==> config.mk <==
export PLATFORM = sky130hd
export DESIGN_NAME = joystick_fir_deadzone_curve_top
export DESIGN_NICKNAME = d
export VERILOG_FILES = /design/src/sv/jfdc_pkg.sv /design/src/sv/joystick_fir_deadzone_curve_top.sv
export SDC_FILE = /design/constraint.sdc
export NUM_CORES = 2
export LEC_CHECK = 0
export BUFFER_PORTS_ARGS = -buffer_cell sky130_fd_sc_hd__buf_2
export CAP_MARGIN = 20
export CORE_AREA = 2 2 309 311
export DETAILED_ROUTE_END_ITERATION = 7
export DIE_AREA = 0 0 311 313
export PLACE_DENSITY_LB_ADDON = 0.1
export SLEW_MARGIN = 20
export SYNTH_ARGS = -nofsm -noshare
export SYNTH_HDL_FRONTEND = slang
export SYNTH_SLANG_ARGS = --single-unit
==> constraint.sdc <==
create_clock -name clk -period 19.1 [get_ports clk]
set_input_delay 3.82 -clock clk [delete_from_list [all_inputs] [get_ports clk]]
set_output_delay 3.82 -clock clk [all_outputs]
set_load 0.005 [all_outputs]
==> src/sv/jfdc_pkg.sv <==
// Shared constants for the joystick FIR, dead zone and cubic curve block.
package jfdc_pkg;

  // Configuration register indexes
  localparam int CFG_IDX_W = 2;
  localparam logic [CFG_IDX_W-1:0] REG_NULL_X     = 2'd0;
  localparam logic [CFG_IDX_W-1:0] REG_NULL_Y     = 2'd1;
  localparam logic [CFG_IDX_W-1:0] REG_DEADZONE   = 2'd2;
  localparam logic [CFG_IDX_W-1:0] REG_RANGE      = 2'd3;

  localparam int CFG_DATA_W  = 24;
  localparam int NULL_W      = 12;
  localparam int DZ_W        = 16;
  localparam int SCALE_W     = 24;
  localparam int OUT_W       = 16;

  // Filter coefficients, unsigned Q0.15 held in 13 bits (each below 0.25)
  localparam int COEF_W      = 13;
  localparam int COEF_IDX_W  = 4;
  localparam int RESET_SAMPLE = 2048;

  // Shared multiplier B operand width (squared deflection term is Q.31)
  localparam int MUL_B_W     = 31;

  typedef logic [COEF_W-1:0] coef_t;

  function automatic coef_t coef_lookup(input logic [COEF_IDX_W-1:0] idx);
    coef_t c;
    case (idx)
      4'd0:    c = 13'd2997;
      4'd1:    c = 13'd5913;
      4'd2:    c = 13'd3005;
      4'd3:    c = 13'd5997;
      4'd4:    c = 13'd4382;
      4'd5:    c = 13'd5997;
      4'd6:    c = 13'd3005;
      4'd7:    c = 13'd5913;
      4'd8:    c = 13'd2997;
      default: c = 13'd0;
    endcase
    return c;
  endfunction

endpackage

==> src/sv/joystick_fir_deadzone_curve_top.sv <==
// Two-axis joystick conditioner: FIR smoothing, dead zone and cubic response curve.
//
// One X/Y sample pair is taken per transfer and produces one curved X/Y result.
// All arithmetic goes through a single registered multiplier under a small
// sequencer, one axis after the other. Each axis runs one multiply-accumulate
// per filter tap, then the dead zone test, deflection scaling and two cube
// multiplies. An axis inside the dead zone ends after the scaling state and a
// saturated axis after the saturation check, both skipping the cube multiplies.
// After the Y axis, the done state waits until the output register is free,
// then returns to idle to accept the next sample pair. in_ready is low while
// an item is in flight; a finished result waits in the output register and
// the next sample pair may be taken meanwhile. Configuration writes take
// effect at once, so make them only while no item is in flight.
module joystick_fir_deadzone_curve_top #(
  parameter int TAPS        = 8,
  parameter int SAMPLE_BITS = 12
) (
  input  logic                                  clk,
  input  logic                                  rst_n,
  input  logic                                  in_valid,
  output logic                                  in_ready,
  input  logic [SAMPLE_BITS-1:0]                in_x_sample,
  input  logic [SAMPLE_BITS-1:0]                in_y_sample,
  output logic                                  out_valid,
  input  logic                                  out_ready,
  output logic signed [jfdc_pkg::OUT_W-1:0]     out_stick_x,
  output logic signed [jfdc_pkg::OUT_W-1:0]     out_stick_y,
  input  logic                                  cfg_we,
  input  logic [jfdc_pkg::CFG_IDX_W-1:0]        cfg_index,
  input  logic [jfdc_pkg::CFG_DATA_W-1:0]       cfg_data
);

  localparam int KW = (TAPS > 1) ? $clog2(TAPS) : 1;
  // Filter sum stays below 2^SAMPLE_BITS times the coefficient sum (< 2^16)
  localparam int FW = SAMPLE_BITS + 16;
  localparam int CQW = jfdc_pkg::NULL_W + 15;
  localparam int CW = (FW > CQW) ? FW : CQW;
  localparam int AW = (CW > jfdc_pkg::MUL_B_W) ? CW : jfdc_pkg::MUL_B_W;
  localparam int PW = AW + jfdc_pkg::MUL_B_W;
  localparam int BW = jfdc_pkg::MUL_B_W;

  localparam logic [3:0] S_IDLE = 4'd0;
  localparam logic [3:0] S_MAC  = 4'd1;
  localparam logic [3:0] S_FIN  = 4'd2;
  localparam logic [3:0] S_UP   = 4'd3;
  localparam logic [3:0] S_LO   = 4'd4;
  localparam logic [3:0] S_SCL  = 4'd5;
  localparam logic [3:0] S_CHK  = 4'd6;
  localparam logic [3:0] S_SQ   = 4'd7;
  localparam logic [3:0] S_CUBE = 4'd8;
  localparam logic [3:0] S_DONE = 4'd9;

  logic [3:0]                          state_r, state_nxt;
  logic [KW-1:0]                       k_r, k_nxt;
  logic                                axis_r, axis_nxt;
  logic [SAMPLE_BITS-1:0]              x_hist_r [TAPS];
  logic [SAMPLE_BITS-1:0]              y_hist_r [TAPS];
  logic [jfdc_pkg::NULL_W-1:0]         null_x_r, null_y_r;
  logic [jfdc_pkg::DZ_W-1:0]           dz_r;
  logic [jfdc_pkg::SCALE_W-1:0]        scale_r;
  logic [FW-1:0]                       acc_r, acc_nxt;
  logic [PW-1:0]                       prod_r, prod_nxt;
  logic [AW-1:0]                       mul_a;
  logic [BW-1:0]                       mul_b;
  logic [BW-1:0]                       a_r;
  logic                                up_ok_r, in_dz_r, neg_r;
  logic [CW-1:0]                       m_r;
  logic [jfdc_pkg::OUT_W-1:0]          res_x_r, res_y_r;
  logic                                out_valid_r;
  logic [jfdc_pkg::OUT_W-1:0]          out_x_r, out_y_r;

  logic [SAMPLE_BITS-1:0]              tap_sample;
  logic [jfdc_pkg::NULL_W-1:0]         centre;
  logic [CW-1:0]                       f_ext, cq_ext;
  logic [PW-1:0]                       f2_ext;
  logic                                axis_end;
  logic [jfdc_pkg::OUT_W-1:0]          axis_val;
  logic [jfdc_pkg::OUT_W-1:0]          cube_mag;
  logic                                sat;
  logic                                in_xfer, out_load;

  assign in_ready    = (state_r == S_IDLE);
  assign in_xfer     = in_valid && in_ready;
  assign out_load    = (state_r == S_DONE) && (!out_valid_r || out_ready);
  assign out_valid   = out_valid_r;
  assign out_stick_x = out_x_r;
  assign out_stick_y = out_y_r;

  assign tap_sample = axis_r ? y_hist_r[k_r] : x_hist_r[k_r];
  assign centre     = axis_r ? null_y_r : null_x_r;
  assign f_ext      = CW'(acc_r);
  assign cq_ext     = CW'({centre, 15'd0});
  assign f2_ext     = PW'({acc_r, 1'b0});
  assign sat        = |prod_r[PW-1:39];
  assign cube_mag   = {1'b0, prod_r[61:47]};

  // Shared multiplier operand select
  always_comb begin
    mul_a = '0;
    mul_b = '0;
    case (state_r)
      S_MAC: begin
        mul_a = AW'(tap_sample);
        mul_b = BW'(jfdc_pkg::coef_lookup(jfdc_pkg::COEF_IDX_W'(k_r)));
      end
      S_FIN: begin
        mul_a = AW'(17'h10000 + {1'b0, dz_r});
        mul_b = BW'(centre);
      end
      S_UP: begin
        mul_a = AW'(17'h10000 - {1'b0, dz_r});
        mul_b = BW'(centre);
      end
      S_SCL: begin
        mul_a = AW'(m_r);
        mul_b = BW'(scale_r);
      end
      S_CHK: begin
        mul_a = AW'(prod_r[38:8]);
        mul_b = prod_r[38:8];
      end
      S_SQ: begin
        mul_a = AW'(prod_r[61:31]);
        mul_b = a_r;
      end
      default: begin
        mul_a = '0;
        mul_b = '0;
      end
    endcase
  end

  assign prod_nxt = PW'(mul_a) * PW'(mul_b);

  // Sequencer
  always_comb begin
    state_nxt = state_r;
    k_nxt     = k_r;
    axis_nxt  = axis_r;
    acc_nxt   = acc_r;
    axis_end  = 1'b0;
    axis_val  = '0;
    case (state_r)
      S_IDLE: begin
        if (in_xfer) begin
          state_nxt = S_MAC;
          k_nxt     = '0;
          axis_nxt  = 1'b0;
        end
      end
      S_MAC: begin
        // the product is registered, so the previous tap's product is added here
        acc_nxt = (k_r == '0) ? '0 : acc_r + prod_r[FW-1:0];
        if (k_r == KW'(TAPS - 1)) begin
          state_nxt = S_FIN;
        end else begin
          k_nxt = k_r + 1'b1;
        end
      end
      S_FIN: begin
        acc_nxt   = acc_r + prod_r[FW-1:0];
        state_nxt = S_UP;
      end
      S_UP:  state_nxt = S_LO;
      S_LO:  state_nxt = S_SCL;
      S_SCL: begin
        if (in_dz_r) begin
          axis_end = 1'b1;
          axis_val = '0;
        end else begin
          state_nxt = S_CHK;
        end
      end
      S_CHK: begin
        if (sat) begin
          axis_end = 1'b1;
          axis_val = neg_r ? 16'h8000 : 16'h7FFF;
        end else begin
          state_nxt = S_SQ;
        end
      end
      S_SQ:  state_nxt = S_CUBE;
      S_CUBE: begin
        axis_end = 1'b1;
        axis_val = neg_r ? (16'd0 - cube_mag) : cube_mag;
      end
      S_DONE: begin
        if (out_load) begin
          state_nxt = S_IDLE;
        end
      end
      default: state_nxt = S_IDLE;
    endcase
    if (axis_end) begin
      if (!axis_r) begin
        state_nxt = S_MAC;
        k_nxt     = '0;
        axis_nxt  = 1'b1;
      end else begin
        state_nxt = S_DONE;
      end
    end
  end

  always_ff @(posedge clk) begin
    if (!rst_n) begin
      state_r     <= S_IDLE;
      k_r         <= '0;
      axis_r      <= 1'b0;
      out_valid_r <= 1'b0;
      null_x_r    <= 12'd2048;
      null_y_r    <= 12'd2048;
      dz_r        <= 16'd3277;
      scale_r     <= 24'd6503;
      for (int i = 0; i < TAPS; i++) begin
        x_hist_r[i] <= SAMPLE_BITS'(jfdc_pkg::RESET_SAMPLE);
        y_hist_r[i] <= SAMPLE_BITS'(jfdc_pkg::RESET_SAMPLE);
      end
    end else begin
      state_r <= state_nxt;
      k_r     <= k_nxt;
      axis_r  <= axis_nxt;
      if (out_load) begin
        out_valid_r <= 1'b1;
      end else if (out_ready) begin
        out_valid_r <= 1'b0;
      end
      if (cfg_we) begin
        case (cfg_index)
          jfdc_pkg::REG_NULL_X:   null_x_r <= cfg_data[jfdc_pkg::NULL_W-1:0];
          jfdc_pkg::REG_NULL_Y:   null_y_r <= cfg_data[jfdc_pkg::NULL_W-1:0];
          jfdc_pkg::REG_DEADZONE: dz_r     <= cfg_data[jfdc_pkg::DZ_W-1:0];
          jfdc_pkg::REG_RANGE:    scale_r  <= cfg_data[jfdc_pkg::SCALE_W-1:0];
          default: ;
        endcase
      end
      // advance the history lines, oldest on tap 0
      if (in_xfer) begin
        for (int i = 0; i < TAPS - 1; i++) begin
          x_hist_r[i] <= x_hist_r[i+1];
          y_hist_r[i] <= y_hist_r[i+1];
        end
        x_hist_r[TAPS-1] <= in_x_sample;
        y_hist_r[TAPS-1] <= in_y_sample;
      end
    end
  end

  // Datapath registers
  always_ff @(posedge clk) begin
    acc_r  <= acc_nxt;
    prod_r <= prod_nxt;
    if (state_r == S_UP) begin
      up_ok_r <= (f2_ext <= prod_r);
    end
    if (state_r == S_LO) begin
      in_dz_r <= up_ok_r && (f2_ext >= prod_r);
      if (f_ext >= cq_ext) begin
        m_r   <= f_ext - cq_ext;
        neg_r <= 1'b0;
      end else begin
        m_r   <= cq_ext - f_ext;
        neg_r <= 1'b1;
      end
    end
    if (state_r == S_CHK) begin
      a_r <= prod_r[38:8];
    end
    if (axis_end) begin
      if (!axis_r) begin
        res_x_r <= axis_val;
      end else begin
        res_y_r <= axis_val;
      end
    end
    if (out_load) begin
      out_x_r <= res_x_r;
      out_y_r <= res_y_r;
    end
  end

  a_tap_range: assert property (@(posedge clk) disable iff (!rst_n)
    (state_r == S_MAC) |-> (k_r <= KW'(TAPS - 1)))
    else $error("tap counter out of range");

  a_start: assert property (@(posedge clk) disable iff (!rst_n)
    in_xfer |=> (state_r == S_MAC) && (k_r == '0) && !axis_r)
    else $error("item did not start on X axis tap 0");

  a_load_src: assert property (@(posedge clk) disable iff (!rst_n)
    $rose(out_valid_r) |-> $past(state_r == S_DONE))
    else $error("result loaded outside of done state");

  a_load_hold: assert property (@(posedge clk) disable iff (!rst_n)
    (state_r == S_DONE) && out_valid_r && !out_ready |=> (state_r == S_DONE))
    else $error("result overwrote one still waiting");

  a_axis_order: assert property (@(posedge clk) disable iff (!rst_n)
    axis_end && !axis_r |=> (state_r == S_MAC) && axis_r)
    else $error("Y axis did not follow X axis");

endmodule
==> summary.txt <==
Floorplanning
  • FP Rows: 113
  • Die Span Y: 313 µm
  • Die Wd: a little over 300 µm
  • Die Area: 97300 µm²
  • Core ar.: 94200 µm²
  • Initial Util: 0.574
  • I/O pin cnt: 89

Power and ir drop
  • Net switching power: roughly 1 mW
  • Pwr Density: between 50 and 60 nW/µm²
  • Clock group share of total power: 0.320
  • Overall Power: slightly above 3 mW
  • Logic gate share of total power: 0.245
  • Switching part of the total: 0.333
  • Leakage power: roughly 27 nW
  • Power Internal: ~2.0 mW
  • Sequential share of power: 0.435
  • Peak VDD IR: around 70 µV

Hold path
  • Hold Crit Class: reg -> reg

Routing
  • Drt via density: between 6 and 7
  • Residual DRC count: 0
  • Routed Antenna Nets: 0
  • Post-Route WL: around 180 mm
  • DR pass1 iterations: 7
  • First DRT Iteration DRCs: roughly 4000
  • Drt wl/cell: around 26 µm
  • Routed via count: 41100

Final layout
  • Nets@finish: slightly below 7000
  • Filler cell count: 8181
  • P&R area growth vs syn: 6.14%
  • Non-Filler Instances: 6834
  • Finished layout cell area: roughly 57000 µm²
  • Layout cells sized above 1: 0.0704
  • Util after Layout: 0.609

CTS
  • Clk_lat worst skew: about 610 ps
  • Post-cts sizing count: 0
  • Cts bufs inserted: between 40 and 50
  • TritonCTS clock tree: yes
  • Clk root buf: clkbuf_16
  • Clock H-tree levels: 2
  • Clock-pin slew on the worst setup and hold paths: about 70 ps
  • Clock Path Buffers: 3
  • CTS Sinks: a little under 500
  • CTS Hold Bufs: 0
  • Setup bufs post-CTS: 0

Timing
  • Final Max Slew Viols: 0
  • RSZ-0062 raised after global routing: no
  • Fin crit share: 0.570
  • Total negative slack: 0 ps
  • Final Critical Period: 10890 ps
  • Skew final: about 24 ps
  • Fin. Hold Viols: 0
  • Peak Freq: approximately 0.092 GHz
  • Final-report setup violation count: 0
  • Worst Tran Pin Value: 1170 ps
  • Relative slew slack: 0.221

Global routing
  • First-pass GRT wire length: around 260 mm
  • Total Routing Usage GR: 0.368
  • Gr ovfl total: 0
  • Initial antenna violation count: 8
  • Largest net degree at the start of global routing: about 140
  • Vias in the first global route: 41900

Synthesis
  • Yosys reg bits: 493
  • Total of warnings raised by yosys: 0
  • Sequential-to-total area share from yosys stat: 0.247
  • Post-Synthesis Cells: around 5600
  • Adder-cell share of the synthesized area: 0.390
  • Async set-reset flop share out of synthesis: 0
  • Mapped Area: about 54000 µm²
  • Number of synthesized flops with an enable pin: 346
  • Xor and xnor fraction of the mapped netlist area: 0.0215
  • Mapped Avg Cell Area: between 9 and 10 µm²
  • Mapped Nets: roughly 7000
  • Synth Area in Simple Gates: 0.154
  • Largest family of logic cells by synthesized area: adder cells
  • Post-synthesis mux area share: 0.0310
  • Distinct cells, synth: between 70 and 80
  • Synth Flop Type: edfxtp_1
  • Complex-gate fraction of the synthesized area: 0.0693

Setup path
  • Worst EP arrival: around 11000 ps
  • Worst path max stage delay: around 830 ps
  • Worst path slowest cell: dfxtp_1
  • CP dominant cell by count: fa_1
  • Critical path class: reg -> reg
  • Data required, critical path: around 20000 ps
  • CP Launch Type: flop
  • Critical path peak fanout: 52
  • CP Capture Type: flop

Place
  • GPL Wtd Cong: 1.02
  • Post-DP Area: 55800 µm²
  • Detailed placement HPWL: between 100 and 150 mm
  • I/O Buffers: 88
  • DP Cell Count: just under 7000

Job
  • Max-Cap Viols: 0

Run status
  • Status: complete, no violations
power by group through the flow:
stage                     logic, mW  clock network [mW]  registers [mW]
after global placement        0.715                   0            1.33
after CTS                     0.727               0.979            1.31
after detailed placement      0.725                   0            1.34
after floorplan               0.489                   0            1.29
final                         0.740               0.969            1.32
after global routing          0.801                1.02            1.32
critical path, delay by kind of cell (launching register included):
| kind | cells | cell delay (ps) |
|---|---|---|
| xor gates and xnor gates | 1 | 130 |
| AOI/OAI and AO/OA | 6 | 2040 |
| and+or+nand+nor | 9 | 2510 |
| adders and majority gates | 9 | 4360 |
| buffers and inverters | 6 | 860 |
| DFF | 1 | 830 |
registers in the layout (all words and copies together), names as in the netlist, 24 cells and up, named ones only:
name      flops
m_r          28
scale_r      24
y_hist_r     96
a_r          31
x_hist_r     96
acc_r        28
prod_r       62
routing by layer:
metal / global-route usage / share of wire
met4: 0.183 / 0.062
met5: 0.0102 / 0.00084
met1: 0.506 / 0.39
met3: 0.0764 / 0.10
met2: 0.560 / 0.44
through the flow:
step	setup slack, ps	hold WS, ps
floorplan	9820	400
global placement	8540	401
detailed placement	8380	405
CTS	8370	416
global route	7550	424
finish	8210	420
cells in the mapped netlist (7+ instances only):
| cell | instances | share of area |
|---|---|---|
| nor2b_1 | 35 | 0.0041 |
| and3_1 | 149 | 0.017 |
| clkbuf_1 | 273 | 0.019 |
| o221ai_1 | 8 | 0.0013 |
| mux2i_1 | 29 | 0.0054 |
| buf_1 | 19 | 0.0013 |
| fa_1 | 839 | 0.31 |
| inv_1 | 946 | 0.066 |
| and4_1 | 10 | 0.0016 |
| a21boi_0 | 50 | 0.0069 |
| buf_2 | 14 | 0.0013 |
| a21oi_1 | 143 | 0.013 |
| edfxtp_1 | 346 | 0.19 |
| a22o_1 | 8 | 0.0013 |
| nand2b_1 | 40 | 0.0046 |
| ha_1 | 344 | 0.080 |
| o41ai_1 | 7 | 0.0011 |
| xor2_1 | 55 | 0.0089 |
| or2_2 | 7 | 0.00081 |
| o21ai_0 | 98 | 0.0091 |
| or3_1 | 7 | 0.00081 |
| nand4_1 | 43 | 0.0050 |
| o31ai_1 | 16 | 0.0022 |
| nand2_1 | 911 | 0.063 |
| dfxtp_1 | 147 | 0.054 |
| nor2_1 | 457 | 0.032 |
| o21a_1 | 10 | 0.0014 |
| a31oi_1 | 20 | 0.0023 |
| mux2_2 | 23 | 0.0048 |
| nor4_1 | 14 | 0.0016 |
| nor3_1 | 19 | 0.0018 |
| and2_1 | 88 | 0.010 |
| o21bai_1 | 19 | 0.0026 |
| a211oi_1 | 13 | 0.0018 |
| a21o_1 | 57 | 0.0079 |
| nand3_1 | 62 | 0.0057 |
| a22oi_1 | 46 | 0.0064 |
| mux4_2 | 50 | 0.021 |
| xnor2_1 | 78 | 0.013 |
path summary, 6_finish.rpt:
path / startpoint / endpoint / slack (ps) / cells after the start
worst max register to register: state_r[1] / prod_r[50] / 8210 / 31
worst min-delay path: res_y_r[5] / out_stick_y[5] / 420 / 0
worst min register to register: res_y_r[5] / out_stick_y[5] / 420 / 0
worst max-delay path: state_r[1] / prod_r[50] / 8210 / 31
cell type report:
cell class                      instances  area, µm²  area share
Inverter                              949       3570      0.0622
Clock inverter                         33        353     0.00615
Timing Repair Buffer                  180       1140      0.0200
Multi-Input combinational cell       3858      36200       0.631
Clock buffer                           53       1210      0.0210
Antenna cell                            3       7.51    0.000131
Tap cell                             1265       1580      0.0276
Sequential cell                       493      13300       0.232
cell usage in the layout (no fill, tap or decap), types with 8 or more instances in the layout:
cell,n
inv_1,946
xor2_1,55
a211oi_1,13
nand3_1,59
a21o_1,57
nor2_1,453
o21a_1,10
buf_4,90
mux4_2,50
clkbuf_16,46
ha_1,344
and2_1,88
o21bai_1,19
mux2i_1,29
fa_1,839
o21ai_0,96
nor4_1,14
a21boi_0,50
nor2b_1,34
and3_1,148
a31oi_1,19
buf_2,87
and4_1,8
a21oi_1,141
dfxtp_1,144
nand2_1,907
nand2b_1,40
edfxtp_1,346
xnor2_1,78
o31ai_1,16
a22oi_1,46
clkinv_1,8
mux2_2,23
nand4_1,43
nor3_1,17
a22o_1,8
cell families after synthesis:
logic type | count (synthesis)
adder cells (fa/ha/maj) | 1183
multiplexers | 102
buffers and inverters | 1255
AND/OR/NAND/NOR | 1875
flip-flops | 493
XOR/XNOR | 133
AO/OA/AOI/OAI | 565
(Power assumes the default switching activity.)
